<file path="src/rtl/core/ahcf_pkg.sv">
// Shared types, framing constants and the hex digit encoder for the
// ascii hex checksum framer. No dependencies.
package ahcf_pkg;

   localparam logic [7:0] CHAR_STX = 8'h02;
   localparam logic [7:0] CHAR_ETX = 8'h03;
   localparam logic [7:0] CHAR_CR  = 8'h0D;
   localparam logic [7:0] CHAR_ZERO = 8'h30;
   // 'A' minus ten, so that nibble ten maps onto 'A'.
   localparam logic [7:0] CHAR_ALPHA_BASE = 8'h37;

   localparam int QUEUE_DEPTH_DEFAULT = 4;

   // One classified command byte as it waits between front and back.
   typedef struct packed {
      logic [7:0] cmd_byte;
      logic       opens;
      logic       closes;
   } ahcf_entry_type;

   // Which framed byte the back end emits next for the head entry.
   typedef enum logic [2:0] {
      STEP_STX,
      STEP_BYTE,
      STEP_ETX,
      STEP_HI,
      STEP_LO,
      STEP_CR
   } ahcf_step_type;

   // Uppercase ASCII hex digit for one nibble.
   function automatic logic [7:0] hex_ascii(input logic [3:0] nib);
      if (nib < 4'd10) begin
         return CHAR_ZERO + {4'h0, nib};
      end else begin
         return CHAR_ALPHA_BASE + {4'h0, nib};
      end
   endfunction

endpackage

</file>
<file path="src/rtl/core/ascii_hex_checksum_framer.sv">
// Top level of the STX/ETX framer with an ASCII hex checksum.
// Depends on ahcf_pkg, ahcf_front, ahcf_queue and ahcf_back.
//
// Usage: command bytes enter on the req_ channel (req_cmd_byte, with
// req_cmd_last on the final byte of a command); framed bytes leave on the
// rsp_ channel. Both channels are valid/ready; a transaction completes on a
// clock edge where valid and ready are both high.
// Each frame comes out as STX, the command bytes, ETX, the two uppercase hex
// digits of the 8-bit sum of STX through ETX, and CR. rsp_run_last marks the
// last output byte caused by one input transaction, rsp_frame_done the CR.
// An input transaction writes an entry into the queue; the back end then
// registers the first output byte from the queue head and raises rsp_valid.
// The back end emits one output byte per cycle while the queue holds an entry
// and the receiver does not stall. A middle command byte yields one byte, a
// frame opener adds STX and a closing byte adds ETX, two hex digits and CR;
// the front end absorbs the difference in the entry queue.
// When the receiver stalls, the output register holds its byte and the
// queue keeps filling; req_ready drops only when the queue is full.
// Synchronous reset closes any open frame, clears the checksum, empties the
// queue and drops rsp_valid.
module ascii_hex_checksum_framer #(
   parameter int QUEUE_DEPTH = ahcf_pkg::QUEUE_DEPTH_DEFAULT
) (
   input  logic       clock,
   input  logic       reset,
   input  logic       req_valid,
   output logic       req_ready,
   input  logic [7:0] req_cmd_byte,
   input  logic       req_cmd_last,
   output logic       rsp_valid,
   input  logic       rsp_ready,
   output logic [7:0] rsp_out_byte,
   output logic       rsp_run_last,
   output logic       rsp_frame_done
);
   import ahcf_pkg::*;

   // Classified entries travel from the front end into the queue.
   ahcf_entry_type push_entry;
   ahcf_entry_type head_entry;
   logic           push;
   logic           pop;
   logic           queue_empty;
   logic           queue_full;

   ahcf_front u_front (
      .clock        (clock),
      .reset        (reset),
      .req_valid    (req_valid),
      .req_ready    (req_ready),
      .req_cmd_byte (req_cmd_byte),
      .req_cmd_last (req_cmd_last),
      .queue_full   (queue_full),
      .push         (push),
      .entry        (push_entry)
   );

   ahcf_queue #(
      .DEPTH (QUEUE_DEPTH)
   ) u_queue (
      .clock      (clock),
      .reset      (reset),
      .push       (push),
      .push_entry (push_entry),
      .pop        (pop),
      .head_entry (head_entry),
      .empty      (queue_empty),
      .full       (queue_full)
   );

   // The back end pops an entry once its last framed byte is registered.
   ahcf_back u_back (
      .clock          (clock),
      .reset          (reset),
      .head_entry     (head_entry),
      .queue_empty    (queue_empty),
      .pop            (pop),
      .rsp_valid      (rsp_valid),
      .rsp_ready      (rsp_ready),
      .rsp_out_byte   (rsp_out_byte),
      .rsp_run_last   (rsp_run_last),
      .rsp_frame_done (rsp_frame_done)
   );

endmodule

</file>
<file path="src/rtl/core/ahcf_front.sv">
// Front end of the framer: accepts command bytes and marks frame openers and closers.
// Depends on ahcf_pkg.
module ahcf_front (
   input  logic                    clock,
   input  logic                    reset,
   input  logic                    req_valid,
   output logic                    req_ready,
   input  logic [7:0]              req_cmd_byte,
   input  logic                    req_cmd_last,
   input  logic                    queue_full,
   output logic                    push,
   output ahcf_pkg::ahcf_entry_type entry
);
   import ahcf_pkg::*;

   logic in_frame_ff;
   logic in_frame_in;

   assign req_ready = !queue_full;
   assign push      = req_valid && req_ready;

   // A byte opens a frame when none is open; a last byte closes it again.
   assign entry.cmd_byte = req_cmd_byte;
   assign entry.opens    = !in_frame_ff;
   assign entry.closes   = req_cmd_last;

   always_comb begin
      in_frame_in = in_frame_ff;
      if (push) begin
         in_frame_in = !req_cmd_last;
      end
   end

   always_ff @(posedge clock) begin
      if (reset) begin
         in_frame_ff <= 1'b0;
      end else begin
         in_frame_ff <= in_frame_in;
      end
   end

endmodule

</file>
<file path="src/rtl/core/ahcf_queue.sv">
// Small FIFO of classified entries between the front and back ends.
// Depends on ahcf_pkg.
module ahcf_queue #(
   parameter int DEPTH = ahcf_pkg::QUEUE_DEPTH_DEFAULT
) (
   input  logic                    clock,
   input  logic                    reset,
   input  logic                    push,
   input  ahcf_pkg::ahcf_entry_type push_entry,
   input  logic                    pop,
   output ahcf_pkg::ahcf_entry_type head_entry,
   output logic                    empty,
   output logic                    full
);
   import ahcf_pkg::*;

   localparam int IW = (DEPTH > 1) ? $clog2(DEPTH) : 1;
   localparam int CW = $clog2(DEPTH + 1);

   ahcf_entry_type    slot_ff [DEPTH];
   logic [IW-1:0]     wr_ptr_ff, wr_ptr_in;
   logic [IW-1:0]     rd_ptr_ff, rd_ptr_in;
   logic [CW-1:0]     count_ff, count_in;
   logic              do_push, do_pop;

   assign empty      = (count_ff == '0);
   assign full       = (count_ff == CW'(DEPTH));
   assign do_push    = push && !full;
   assign do_pop     = pop && !empty;
   assign head_entry = slot_ff[rd_ptr_ff];

   always_comb begin
      wr_ptr_in = wr_ptr_ff;
      rd_ptr_in = rd_ptr_ff;
      count_in  = count_ff;
      if (do_push) begin
         wr_ptr_in = (wr_ptr_ff == IW'(DEPTH - 1)) ? '0 : wr_ptr_ff + 1'b1;
      end
      if (do_pop) begin
         rd_ptr_in = (rd_ptr_ff == IW'(DEPTH - 1)) ? '0 : rd_ptr_ff + 1'b1;
      end
      if (do_push && !do_pop) begin
         count_in = count_ff + 1'b1;
      end else if (do_pop && !do_push) begin
         count_in = count_ff - 1'b1;
      end
   end

   always_ff @(posedge clock) begin
      if (reset) begin
         wr_ptr_ff <= '0;
         rd_ptr_ff <= '0;
         count_ff  <= '0;
      end else begin
         wr_ptr_ff <= wr_ptr_in;
         rd_ptr_ff <= rd_ptr_in;
         count_ff  <= count_in;
      end
   end

   always_ff @(posedge clock) begin
      if (do_push) begin
         slot_ff[wr_ptr_ff] <= push_entry;
      end
   end

endmodule

</file>
<file path="src/rtl/core/ahcf_back.sv">
// Back end of the framer: steps through the framed bytes of each entry,
// keeps the checksum and holds the result in an output register.
// Depends on ahcf_pkg.
module ahcf_back (
   input  logic                    clock,
   input  logic                    reset,
   input  ahcf_pkg::ahcf_entry_type head_entry,
   input  logic                    queue_empty,
   output logic                    pop,
   output logic                    rsp_valid,
   input  logic                    rsp_ready,
   output logic [7:0]              rsp_out_byte,
   output logic                    rsp_run_last,
   output logic                    rsp_frame_done
);
   import ahcf_pkg::*;

   ahcf_step_type step_ff, step_in, cur_step;
   logic [7:0]    sum_ff, sum_in;
   logic          rsp_valid_ff, rsp_valid_in;
   logic [7:0]    rsp_byte_ff, rsp_byte_in;
   logic          rsp_run_last_ff, rsp_run_last_in;
   logic          rsp_done_ff, rsp_done_in;
   logic          fire;

   assign fire = !queue_empty && (!rsp_valid_ff || rsp_ready);

   // STX is only emitted for an entry that opens a frame.
   assign cur_step = (step_ff == STEP_STX && !head_entry.opens) ? STEP_BYTE : step_ff;

   // Next state.
   always_comb begin
      step_in = step_ff;
      if (fire) begin
         unique case (cur_step)
            STEP_STX:  step_in = STEP_BYTE;
            STEP_BYTE: step_in = head_entry.closes ? STEP_ETX : STEP_STX;
            STEP_ETX:  step_in = STEP_HI;
            STEP_HI:   step_in = STEP_LO;
            STEP_LO:   step_in = STEP_CR;
            STEP_CR:   step_in = STEP_STX;
            default:   step_in = STEP_STX;
         endcase
      end
   end

   // Outputs of the sequencer.
   always_comb begin
      rsp_byte_in     = rsp_byte_ff;
      rsp_run_last_in = rsp_run_last_ff;
      rsp_done_in     = rsp_done_ff;
      sum_in          = sum_ff;
      pop             = 1'b0;
      if (fire) begin
         rsp_run_last_in = 1'b0;
         rsp_done_in     = 1'b0;
         unique case (cur_step)
            STEP_STX: begin
               rsp_byte_in = CHAR_STX;
               sum_in      = CHAR_STX;
            end
            STEP_BYTE: begin
               rsp_byte_in     = head_entry.cmd_byte;
               sum_in          = sum_ff + head_entry.cmd_byte;
               rsp_run_last_in = !head_entry.closes;
               pop             = !head_entry.closes;
            end
            STEP_ETX: begin
               rsp_byte_in = CHAR_ETX;
               sum_in      = sum_ff + CHAR_ETX;
            end
            STEP_HI: begin
               rsp_byte_in = hex_ascii(sum_ff[7:4]);
            end
            STEP_LO: begin
               rsp_byte_in = hex_ascii(sum_ff[3:0]);
            end
            STEP_CR: begin
               rsp_byte_in     = CHAR_CR;
               sum_in          = '0;
               rsp_run_last_in = 1'b1;
               rsp_done_in     = 1'b1;
               pop             = 1'b1;
            end
            default: begin
               rsp_byte_in = CHAR_CR;
            end
         endcase
      end
   end

   always_comb begin
      rsp_valid_in = rsp_valid_ff;
      if (fire) begin
         rsp_valid_in = 1'b1;
      end else if (rsp_ready) begin
         rsp_valid_in = 1'b0;
      end
   end

   always_ff @(posedge clock) begin
      if (reset) begin
         step_ff      <= STEP_STX;
         sum_ff       <= '0;
         rsp_valid_ff <= 1'b0;
      end else begin
         step_ff      <= step_in;
         sum_ff       <= sum_in;
         rsp_valid_ff <= rsp_valid_in;
      end
   end

   always_ff @(posedge clock) begin
      rsp_byte_ff     <= rsp_byte_in;
      rsp_run_last_ff <= rsp_run_last_in;
      rsp_done_ff     <= rsp_done_in;
   end

   assign rsp_valid      = rsp_valid_ff;
   assign rsp_out_byte   = rsp_byte_ff;
   assign rsp_run_last   = rsp_run_last_ff;
   assign rsp_frame_done = rsp_done_ff;

endmodule

</file>
<file path="config.mk">
export PLATFORM = sky130hd
export DESIGN_NAME = ascii_hex_checksum_framer
export DESIGN_NICKNAME = d
export VERILOG_FILES = /design/src/rtl/core/ahcf_pkg.sv /design/src/rtl/core/ascii_hex_checksum_framer.sv /design/src/rtl/core/ahcf_front.sv /design/src/rtl/core/ahcf_queue.sv /design/src/rtl/core/ahcf_back.sv
export SDC_FILE = /design/constraint.sdc
export NUM_CORES = 1
export LEC_CHECK = 0
export BUFFER_PORTS_ARGS = -buffer_cell sky130_fd_sc_hd__buf_2
export CAP_MARGIN = 20
export CORE_ASPECT_RATIO = 0.75
export CORE_UTILIZATION = 50
export CTS_CLUSTER_DIAMETER = 200
export CTS_CLUSTER_SIZE = 10
export DETAILED_ROUTE_END_ITERATION = 10
export PLACE_DENSITY = 0.71
export SYNTH_ARGS = -nofsm -noshare
export SYNTH_HDL_FRONTEND = slang
export SYNTH_SLANG_ARGS = --single-unit
</file>
<file path="constraint.sdc">
create_clock -name clock -period 5.8 [get_ports clock]
set_clock_uncertainty 0.05 [all_clocks]
set_input_delay 0.58 -clock clock [delete_from_list [all_inputs] [get_ports clock]]
set_output_delay 0.58 -clock clock [all_outputs]
set_load 0.1 [all_outputs]
</file>
== Word-level counts from Yosys, hierarchy flattened ==
Memory sizes are Yosys's and may differ from the RTL's. A register that Yosys moved wholly into a read port is not among the register bits.
Cells that the tools add are included.
Widths: inputs -> output; s select.

* $add $sub $neg: 10
* Equality and inequality tests: 8
* $lt $le $gt $ge: 2
* Reduce and logical (&&, ||, !) cells: 24
* Mux-type cells: 20

{| class="wikitable"
|+ Operators by type and width
! operator !! number
|-
| $pmux 8 s5 || 1
|-
| $pmux 8 s4 || 1
|-
| $add 6x4->7 const A || 4
|-
| $mux 8 || 2
|-
| $pmux 3 s5 || 1
|-
| $mux 2 || 5
|-
| $eq 3x3->1 const B || 3
|-
| $logic_not 1->1 || 9
|-
| $logic_not 3->1 || 3
|-
| $mux 3 || 3
|-
| $add 8x2->8 const B || 1
|-
| $add 8x8->8 || 1
|-
| $lt 4x4->1 const B || 2
|-
| $logic_and 1x1->1 || 7
|-
| $eq 3x2->1 const B || 2
|-
| $mux 1 || 6
|-
| $add 2x1->2 const B || 2
|-
| $eq 2x2->1 const B || 2
|-
| $reduce_bool 2->1 || 2
|-
| $reduce_bool 4->1 || 1
|-
| $add 3x1->3 const B || 1
|-
| $eq 3x1->1 const B || 1
|-
| $sub 3x1->3 const B || 1
|-
| $pmux 1 s2 || 1
|-
| other kinds (2) || 2
|}

* Word-level logic and storage cells: 75
* Output and inout port bits: 12
* Register bits: 30
* Input bits: 13
* Memory bits (writable): 40
* Memories kept: 1

{| class="wikitable"
|+ Memory list
! memory !! words !! width !! rd ports !! clocked after memory_dff !! write ports !! line !! text
|-
| u_queue.slot_ff || 4 || 10 || 1 || 1 || 1 || ahcf_queue.sv:20 || <nowiki>ahcf_entry_type slot_ff [DEPTH];</nowiki>
|}

== Depth between registers and ports, before layout ==
Gate-level depths: netlist (run 1).

* Depth after elaboration: 10
* Gate-level depth with buffers: 12
* Depth with buffers taken out: 11

== By module ==
A second synthesis (run 1) with hierarchy kept.

* Cells, all modules: 297
* Area total of the unflattened synthesis: 3575.9 um2

{| class="wikitable"
|+ Modules (own cells, without submodules)
! module !! area each (um2) !! cells an instance !! seq. area each (um2) !! instances
|-
| ahcf_queue || 1930.6 || 102 || 1381.3 || 1
|-
| ahcf_back || 1524.0 || 180 || 540.5 || 1
|-
| ahcf_front || 121.4 || 15 || 20.0 || 1
|}

== Worst setup path before layout (run 1) ==
OpenSTA, ideal clock, no wires.

* Path kind: reg-to-reg
* Start point: reg with a tool-made name
* End point: reg u_back.sum_ff[6]
* Arrival: 2685 ps
* Clock period less this slack: 2859 ps
* Setup slack: 2941 ps
* Library setup time: 123 ps
* Cell stages (with the launch flop): 12
* Buffers on the path: 1
* Data required time: 5627 ps
* Cells stage by stage: dfxtp_1 buf_6 mux4_1 or2_2 ha_1 fa_1 a21o_1 a21oi_1 o21bai_1 a21oi_1 xor2_1 o21ai_0

{| class="wikitable"
|+ RTL lines
! item !! line !! text
|-
| to (signal assigned) || ahcf_back.sv:108 || <nowiki>sum_ff <= sum_in;</nowiki>
|-
| to (decl) || ahcf_back.sv:19 || <nowiki>logic [7:0] sum_ff, sum_in;</nowiki>
|}

==> results.py, run 1 <==
metrics = {
    "clock_network": {
        "cts_tree": "yes",
        "htreeDepth": 3,
        "clk_pin_slew_ns": 0.08,
        "cts_resized": 0,
        "cts_hold_buf": 0,
        "clkSinkCount": 72,
        "ctsLongestPathBuffers": 2,
        "cts_setup_buffers": 0,
        "clock_latency_ns": 0.35,
        "cts_root_buf": "clkbuf_8",
        "numCtsBuffers": 9,
    },
    "sta": {
        "drv_slew": 0,
        "hold_violations": 0,
        "slew-limit-headroom_pct": 33.62,
        "max_freq_ghz": 0.3039,
        "fin_crit_sh_pct": 56.73,
        "finalSetupViolations": 0,
        "grt_setup_unrepaired": "no",
        "setup_tns_ns": 0,
        "fin_crit_ns": 3.290,
        "worst-slew-pin-transition_ns": 0.9957,
    },
    "drt": {
        "drc": 2,
        "dr_wl_met3_um": 312,
        "via_per_inst": 5.589,
        "ant_nets": 0,
        "wl_per_cell_um": 15.87,
        "dr_wl_met2_um": 2711,
        "drt_iter0_drc": 105,
        "wl_um": 6143,
        "vias": 2163,
        "wl_met1_um": 2986,
        "top_layer": "met4",
        "firstDrtPassIters": 8,
    },
    "run": {
        "drv_cap": 0,
    },
    "synthesis": {
        "synth_compound_area_share_pct": 12.00,
        "yosys.area_share.adder_pct": 6.637,
        "synthFlopType": "edfxtp_1",
        "syn_area_per_cell_um2": 12.43,
        "synth_top_family_by_area": "compound AO/OA/AOI/OAI gates",
        "syn_area_mm2": 0.003431,
        "yosysWarnings": 0,
        "synth_seq_area_share_pct": 56.60,
        "synth_xor_area_share_pct": 2.808,
        "synth_cell_types": 43,
        "ys_ff_latch": 72,
        "yosys-mux-area-fraction_pct": 8.461,
        "synth_cells": 276,
        "synth_async_sr_flop_share_pct": 0,
        "syn_nets": 306,
        "synth-simple-area-share_pct": 10.50,
        "synth_edf_count": 50,
    },
    "power_and_ir_drop": {
        "power_w": 0.002152,
        "ir_worst_vdd_mv": 0.2348,
        "p_leak_nw": 1.452,
        "powerDensity_mw_per_mm2": 566.7,
    },
    "worst_setup_path": {
        "worst_path_max_delay_cell": "dfxtp_1",
        "crit_chain": "mux4_1, or2_2, ha_1, fa_1, a21o_1, a21oi_1, o21bai_1, a21oi_1, xor2_1, o21ai_0",
        "critPathMostFrequentCell": "a21oi_1",
        "crit_arrival_ns": 3.47,
        "crit_type": "flop to flop",
        "max_stage_delay_ns": 0.66,
        "worst_setup_path_start_kind": "flop",
        "crit_required_ns": 5.98,
        "path_max_fanout": 10,
        "cp-end-kind": "flop",
        "r2r_cells": 10,
    },
    "global_routing": {
        "grt-ovfl-total": 0,
        "gr-usage-all-layers_pct": 18.98,
        "antenna_found_initial": 0,
        "grt_max_degree": 22,
        "grt_pass1_wl_um": 10020,
        "first_global_vias": 2009,
    },
    "floorplan": {
        "num_rows": 25,
        "dieArea_mm2": 0.007200,
        "ios": 25,
        "die_x_um": 97.65,
        "start_util_pct": 52.99,
        "die_h_um": 73.74,
        "core_area_mm2": 0.006475,
    },
    "placement": {
        "io_buffer_count": 24,
        "gp_congestion": 0.8929,
        "place_hpwl_um": 4249,
    },
    "cells_and_area": {
        "syn2layout_area_growth_pct": 10.69,
        "utilization_pct": 58.65,
        "layout-drive-gt1-share_pct": 16.01,
        "fin_nets": 332,
        "n_antenna_cell": 0,
    },
    "outcome": {
        "outcome": "complete, but fails checks",
        "violations": "DRC",
    },
    "min_path": {
        "worstHoldPathCells": 1,
        "hp-class": "primary input to flop",
    },
}
==> path summary, 6_finish.rpt <==
path,start,to,slack (ns)
min,req_cmd_byte[2],u_queue.slot_ff[3][4],0.39
min reg2reg,u_back.rsp_valid,u_back.rsp_valid,0.44
max,flop,u_back.sum_ff[6],2.51
max reg2reg,flop,u_back.sum_ff[6],2.51
==> cell usage in the layout (no fill, tap or decap), types with 2 or more instances in the layout <==
master     n
edfxtp_1  50
a21oi_1   24
buf_2     24
dfxtp_1   22
nand2_1   21
nor2_1    20
inv_1     15
ha_1      15
o21ai_0   12
mux4_1     9
clkbuf_8   9
nor3_1     8
nor2b_1    8
xor2_1     6
a22oi_1    6
xnor2_1    5
a211oi_1   5
and3_1     4
a21o_1     3
a21oi_2    2
or2_2      2
a211o_1    2
nand2b_1   2
o211ai_1   2
mux2i_1    2
o21bai_1   2
nand3b_1   2
or3_1      2
nand3_1    2
fa_1       2
clkinv_2   2
==> logic make-up after synthesis <==
logic type	after synthesis
AND/OR/NAND/NOR	74
flip-flops	72
AO/OA/AOI/OAI	64
buffers and inverters	25
adder cells (fa/ha/maj)	17
multiplexers	13
XOR/XNOR	11
==> critical path: cells and delay by family, from the launching register on <==
family	cells	cell delay, ns
adder cells (fa/ha/maj)	2	0.62
flip-flops	1	0.66
AND/OR/NAND/NOR	1	0.29
XOR/XNOR	1	0.16
multiplexers	1	0.63
AO/OA/AOI/OAI	5	0.77
==> cell type report <==
class | count | area [um^2]
Clock buffer | 9 | 123.9
Clock inverter | 6 | 60.06
Fill cell | 509 | 2678
Inverter | 15 | 56.30
Multi-Input combinational cell | 179 | 1386
Sequential cell | 72 | 1942
Tap cell | 81 | 101.3
Timing Repair Buffer | 25 | 127.6
==> metrics by stage <==
| stage | std cells | cell area [um^2] | hold WS [ns] | worst slack, ns |
|---|---|---|---|---|
| after global routing | 387 | 3797 | 0.3884 | 2.317 |
| final | 387 | 3797 | 0.3913 | 2.510 |
| after global placement | 372 | 3613 | 0.4128 | 2.577 |
| after floorplan | 276 | 3431 | 0.4187 | 2.941 |
| after CTS | 387 | 3797 | 0.3801 | 2.492 |
| after detailed placement | 372 | 3613 | 0.4309 | 2.528 |
==> metal layers <==
metal  up-vias  GRT usage (%)
li1       1080              -
met1      1023          25.50
met2        49          28.92
met3        11          5.519
met4         0          8.586
met5         -              0
==> cell usage after synthesis (all sizes together), types with 2 or more instances <==
cell type  number  share of area [%]
nor3            8                1.2
nand2b          2               0.36
a211o           2               0.51
xnor2           5                1.3
mux4           10                7.5
a211oi          6                1.7
o211ai          2               0.44
inv            15                1.6
clkbuf          7               0.77
fa              2                1.2
nor2b           8                1.5
a21o            3               0.66
nand3b          2               0.44
dfxtp          22                 13
buf             3               0.58
mux2i           2               0.58
and3            5                1.1
xor2            6                1.5
a21oi          26                4.0
nand3           2               0.29
nor2           20                2.2
edfxtp         50                 44
o21bai          2               0.44
or2             2               0.36
or3             2               0.36
nand2          22                2.6
o21ai          13                2.0
a22oi           6                1.3
ha             15                5.5
==> flip-flops by register name, summed over array words and instances, names as in the netlist, named ones only <==
name and count:
u_back.rsp_frame_done 1, u_back.rsp_out_byte 8, u_back.rsp_run_last 1, u_back.rsp_valid 1, u_back.step_ff 3, u_back.sum_ff 8
u_front.in_frame_ff 1, u_queue.count_ff 3, u_queue.rd_ptr_ff 2, u_queue.slot_ff 40, u_queue.wr_ptr_ff 2
==> report_power, final <==
part,switching [W],total [W],leakage [nW],internal (W)
clock network,0.000185,0.000379,0.0929,0.000195
registers,0.000108,0.000798,0.644,0.000690
logic,0.000671,0.000975,0.714,0.000304
No activity file was read; power rests on OpenSTA's default activity.
==> run 2, diff against run 1 <==
--- a/config.mk
+++ b/config.mk
@@ -12,7 +12,7 @@
 export CTS_CLUSTER_DIAMETER = 200
 export CTS_CLUSTER_SIZE = 10
 export DETAILED_ROUTE_END_ITERATION = 10
-export PLACE_DENSITY = 0.71
+export PLACE_DENSITY = 0.74
 export SYNTH_ARGS = -nofsm -noshare
 export SYNTH_HDL_FRONTEND = slang
 export SYNTH_SLANG_ARGS = --single-unit
==> constraint.sdc (replaced) <==
create_clock -name clock -period 3 [get_ports clock]
set_clock_uncertainty 0.05 [all_clocks]
set_input_delay 0.3 -clock clock [delete_from_list [all_inputs] [get_ports clock]]
set_output_delay 0.3 -clock clock [all_outputs]
set_load 0.1 [all_outputs]
==> run 2 against run 1 <==
The run still ends with DRC left. Sequential share of layout area fell by 0.65 points. Hold slack got worse by 0.28 ns. Final area rose by 1.4%. Count of clock-buffer cells in the layout did not move. Critical path type unchanged.
==> results.py, run 2 (synthesis results as in run 1) <==
metrics = {
    "power_and_ir_drop": {
        "powerDensity_mw_per_mm2": 1083,
        "p_int_w": 0.002268,
        "ir_worst_vdd_mv": 0.4313,
        "switching_share_pct": 45.57,
        "combPwrFrac_pct": 47.3,
        "p_switching_w": 0.001898,
        "power_frac_seq_pct": 36.2,
        "p_leak_nw": 1.480,
        "p_clk_share_pct": 16.5,
    },
    "clock_network": {
        "clk_pin_slew_ns": 0.08,
        "cts_root_buf": "clkbuf_8",
        "ctsLongestPathBuffers": 2,
        "cts_tree": "yes",
        "clkSinkCount": 72,
        "htreeDepth": 3,
        "numCtsBuffers": 9,
        "cts_hold_buf": 0,
        "cts_setup_buffers": 0,
        "clock_latency_ns": 0.35,
    },
    "drt": {
        "drt_iter0_drc": 132,
        "drc": 6,
        "ant_nets": 0,
        "wl_um": 6260,
        "vias": 2157,
        "wl_per_cell_um": 15.85,
        "firstDrtPassIters": 8,
        "via_per_inst": 5.461,
    },
    "sta": {
        "hold_violations": 0,
        "fin_crit_ns": 2.826,
        "fin_crit_sh_pct": 94.18,
        "worst-slew-pin-transition_ns": 0.6586,
        "drv_slew": 0,
        "slew-limit-headroom_pct": 55.90,
        "setup_tns_ns": 0,
        "finalSetupViolations": 0,
        "grt_setup_unrepaired": "no",
        "max_freq_ghz": 0.3539,
    },
    "worst_setup_path": {
        "worst_setup_path_start_kind": "flop",
        "crit_chain": "mux4_1, or2_2, ha_1, fa_1, a21o_1, a21oi_2, o21bai_1, a21oi_1, xor2_1, o21ai_0",
        "crit_required_ns": 3.19,
        "max_stage_delay_ns": 0.57,
        "cp-end-kind": "flop",
        "cpLargestDelayFamily": "compound AO/OA/AOI/OAI gates",
        "path_buf_inv": 0,
        "worst_path_max_delay_cell": "mux4_1",
        "path_max_fanout": 3,
        "crit_type": "flop to flop",
        "crit_arrival_ns": 3.01,
    },
    "global_routing": {
        "grt_pass1_wl_um": 10430,
        "gr-usage-all-layers_pct": 19.82,
        "antenna_found_initial": 0,
        "grt_max_degree": 22,
        "grt-ovfl-total": 0,
        "first_global_vias": 2145,
    },
    "floorplan": {
        "core_area_mm2": 0.006475,
        "start_util_pct": 52.99,
        "die_h_um": 73.74,
        "num_rows": 25,
        "ios": 25,
        "die_x_um": 97.65,
        "dieArea_mm2": 0.007200,
    },
    "placement": {
        "gp_congestion": 0.8562,
        "place_hpwl_um": 4470,
        "io_buffer_count": 24,
        "placed_area_mm2": 0.003666,
    },
    "outcome": {
        "violations": "DRC",
        "outcome": "complete, but fails checks",
    },
    "cells_and_area": {
        "largest_register": "u_queue.slot_ff",
        "fin_nets": 339,
        "syn2layout_area_growth_pct": 12.18,
        "fillerInstances": 527,
        "n_antenna_cell": 0,
        "layout_commonest_cell": "edfxtp_1",
        "layout-drive-gt1-share_pct": 19.11,
        "largest_reg_flops": 40,
        "postLayoutCellArea_mm2": 0.003849,
        "layout_common_cells": "50 x edfxtp_1, 24 x buf_2, 23 x a21oi_1",
    },
    "min_path": {
        "hp-class": "primary input to flop",
    },
    "run": {
        "drv_cap": 0,
    },
}
[run 2: worst paths after layout]
kind | from | end | slack [ns] | depth (start not counted)
max | flop | u_back.sum_ff[6] | 0.17 | 10
min | req_cmd_byte[2] | u_queue.slot_ff[1][4] | 0.11 | 1
max reg2reg | flop | u_back.sum_ff[6] | 0.17 | 10
min reg2reg | u_back.rsp_valid | u_back.rsp_valid | 0.44 | 2
[run 2: metrics by stage]
| stage | power (W) | utilization [%] | hold slack, ns | setup slack, ns | std cells |
|---|---|---|---|---|---|
| 2_1_floorplan | 0.003094 | - | 0.3456 | 0.1414 | 276 |
| 3_3_place_gp | 0.003454 | 56.62 | 0.4170 | 0.1562 | 379 |
| 3_5_place_dp | 0.003488 | 56.62 | 0.4379 | 0.06795 | 379 |
| 4_1_cts | 0.004192 | 59.36 | 0.09177 | 0.05201 | 395 |
| 5_1_grt | 0.004435 | 59.44 | 0.09728 | 0.006801 | 395 |
| 6_report | 0.004166 | 59.44 | 0.1108 | 0.1745 | 395 |
[run 2: what timing repair did]
action                                  CTS  global route
endpoints found under the setup margin    0             1
endpoints found under the hold margin     0             0
gates resized for setup                   0             2
[run 2: layer usage]
layer / up-vias / GRT usage, % / share of wire (%)
met3: 6 / 5.899 / 6.7
li1: 1091 / - / -
met4: 0 / 7.744 / 0.78
met1: 993 / 25.61 / 46
met2: 67 / 31.91 / 47
met5: - / 0 / 0
[run 2: area by class of cell]
cell class / count / area [um^2] / share of cell area (%)
sequential: 72 / 1943 / 50.49
tap: 81 / 101.3 / 2.633
multi-input combinational: 179 / 1390 / 36.12
timing repair buffer: 32 / 180.2 / 4.681
clock inverter: 7 / 53.80 / 1.398
inverter: 15 / 56.30 / 1.463
clock buffer: 9 / 123.9 / 3.218
[run 2: power by group through the flow]
| stage | Sequential, W | Combinational (W) | Clock, W |
|---|---|---|---|
| after floorplan | 0.00203 | 0.00106 | 0 |
| after global placement | 0.00152 | 0.00193 | 0 |
| after detailed placement | 0.00153 | 0.00196 | 0 |
| after CTS | 0.00150 | 0.00197 | 0.000714 |
| after global routing | 0.00154 | 0.00215 | 0.000751 |
| final | 0.00151 | 0.00197 | 0.000689 |
==> run 3, diff against run 2 <==
--- a/config.mk
+++ b/config.mk
@@ -7,12 +7,11 @@
 export LEC_CHECK = 0
 export BUFFER_PORTS_ARGS = -buffer_cell sky130_fd_sc_hd__buf_2
 export CAP_MARGIN = 20
-export CORE_ASPECT_RATIO = 0.75
 export CORE_UTILIZATION = 50
 export CTS_CLUSTER_DIAMETER = 200
 export CTS_CLUSTER_SIZE = 10
 export DETAILED_ROUTE_END_ITERATION = 10
-export PLACE_DENSITY = 0.74
+export PLACE_DENSITY = 0.71
 export SYNTH_ARGS = -nofsm -noshare
 export SYNTH_HDL_FRONTEND = slang
 export SYNTH_SLANG_ARGS = --single-unit
==> constraint.sdc (replaced) <==
create_clock -name clock -period 3.5 [get_ports clock]
set_clock_uncertainty 0.05 [all_clocks]
set_input_delay 0.35 -clock clock [delete_from_list [all_inputs] [get_ports clock]]
set_output_delay 0.35 -clock clock [all_outputs]
set_load 0.1 [all_outputs]
==> run 3 against run 2 <==
The run still ends with DRC left. First-iteration DRC count rose by 19%. Global-route usage decreased by 1.8 points. Non-clock buffer count shrank 4. Largest power group unchanged.
==> results.py, run 3 (synthesis results as in run 1) <==
metrics = {
    "outcome": {
        "outcome": "complete, but fails checks",
        "violations": "DRC",
    },
    "cells_and_area": {
        "utilization_pct": 58.41,
        "fin_nets": 335,
        "layout_commonest_cell": "edfxtp_1",
        "layout_common_cells": "50 x edfxtp_1, 24 x a21oi_1, 24 x buf_2",
        "layout-drive-gt1-share_pct": 16.13,
        "multi_input_area_mm2": 0.001391,
        "fillerInstances": 528,
        "syn2layout_area_growth_pct": 10.58,
        "largest_register": "u_queue.slot_ff",
        "largest_reg_flops": 40,
        "n_antenna_cell": 0,
        "seq_area_mm2": 0.001942,
        "postLayoutCellArea_mm2": 0.003794,
    },
    "floorplan": {
        "num_rows": 29,
        "start_util_pct": 52.82,
        "die_h_um": 84.84,
        "core_area_mm2": 0.006495,
        "die_x_um": 84.84,
        "dieArea_mm2": 0.007197,
        "ios": 25,
    },
    "sta": {
        "slew-limit-headroom_pct": 39.16,
        "worst-slew-pin-transition_ns": 0.9071,
        "fin_crit_ns": 2.975,
        "setup_tns_ns": 0,
        "max_freq_ghz": 0.3361,
        "hold_violations": 0,
        "fin_crit_sh_pct": 85.00,
        "finalSetupViolations": 0,
        "hold_ws_ns": 0.1752,
        "drv_slew": 0,
        "grt_setup_unrepaired": "no",
    },
    "drt": {
        "vias": 2167,
        "dr_wl_met3_um": 301,
        "wl_um": 5925,
        "ant_nets": 0,
        "wl_per_cell_um": 15.31,
        "dr_wl_met2_um": 2819,
        "top_layer": "met4",
        "drt_iter0_drc": 157,
        "wl_met1_um": 2749,
        "drc": 2,
        "firstDrtPassIters": 7,
        "via_per_inst": 5.599,
    },
    "worst_setup_path": {
        "path_max_fanout": 9,
        "worst_path_max_delay_cell": "mux4_1",
        "max_stage_delay_ns": 0.59,
        "cpLargestDelayFamily": "compound AO/OA/AOI/OAI gates",
        "critPathMostFrequentCell": "a21oi_1",
        "crit_chain": "buf_4, mux4_1, or2_2, fa_1, a21o_1, a21oi_1, o21bai_1, a21oi_1, xor2_1, o21ai_0",
        "crit_required_ns": 3.68,
        "crit_arrival_ns": 3.15,
        "cp-end-kind": "flop",
        "crit_type": "flop to flop",
        "worst_setup_path_start_kind": "flop",
        "path_buf_inv": 1,
    },
    "clock_network": {
        "clock_latency_ns": 0.33,
        "ctsLongestPathBuffers": 2,
        "cts_root_buf": "clkbuf_8",
        "numCtsBuffers": 9,
        "cts_tree": "yes",
        "htreeDepth": 3,
        "clkSinkCount": 72,
        "clk_pin_slew_ns": 0.07,
        "cts_setup_buffers": 0,
    },
    "power_and_ir_drop": {
        "powerDensity_mw_per_mm2": 915.1,
        "power_w": 0.003472,
        "ir_worst_vdd_mv": 0.3695,
        "p_leak_nw": 1.448,
    },
    "global_routing": {
        "gr-usage-all-layers_pct": 17.99,
        "grt-ovfl-total": 0,
        "grt_max_degree": 22,
        "grt_pass1_wl_um": 9791,
        "antenna_found_initial": 0,
        "first_global_vias": 2015,
    },
    "run": {
        "drv_cap": 0,
    },
    "min_path": {
        "hp-class": "primary input to flop",
    },
    "placement": {
        "placed_area_mm2": 0.003631,
        "gp_congestion": 0.8752,
        "place_hpwl_um": 4162,
        "io_buffer_count": 24,
    },
}
## run 3: routing by layer
metal	vias up	global-route usage, %
met2	69	28.75
met1	1005	24.43
li1	1088	-
met4	0	7.396
met3	5	3.502
met5	-	0
## run 3: final timing paths
| check | startpoint | to | slack, ns | depth (start not counted) |
|---|---|---|---|---|
| min reg2reg | u_back.rsp_valid | u_back.rsp_valid | 0.43 | 2 |
| min | req_cmd_byte[4] | u_queue.slot_ff[2][6] | 0.18 | 1 |
| max | flop | u_back.sum_ff[6] | 0.52 | 10 |
| max reg2reg | flop | u_back.sum_ff[6] | 0.52 | 10 |
## run 3: power breakdown
part	switching (W)	leakage, nW	internal [W]
clock	0.000283	0.0717	0.000253
combinational	0.00112	0.731	0.000513
sequential	0.000162	0.644	0.00114
## run 3: timing repair
action | 4_1_cts | 5_1_grt
hold buffers | 0 | 0
resized for setup | 0 | 1
endpoints found under the setup margin | 0 | 2
## run 3: area by class of cell
class                   instances  share of cell area, %
clock buffers                  12                  3.562
clock inverters                 4                 0.5937
inverters                      15                  1.484
multi-input cells             179                  36.68
flip-flops and latches         72                  51.19
well taps                      77                  2.540
repair buffers                 28                  3.958
## run 3: per-stage QoR
stage	setup WS, ns	instances
CTS	0.2706	387
floorplan	0.6414	276
global placement	0.4131	371
global route	0.2968	387
detailed placement	0.2749	371
finish	0.5249	387
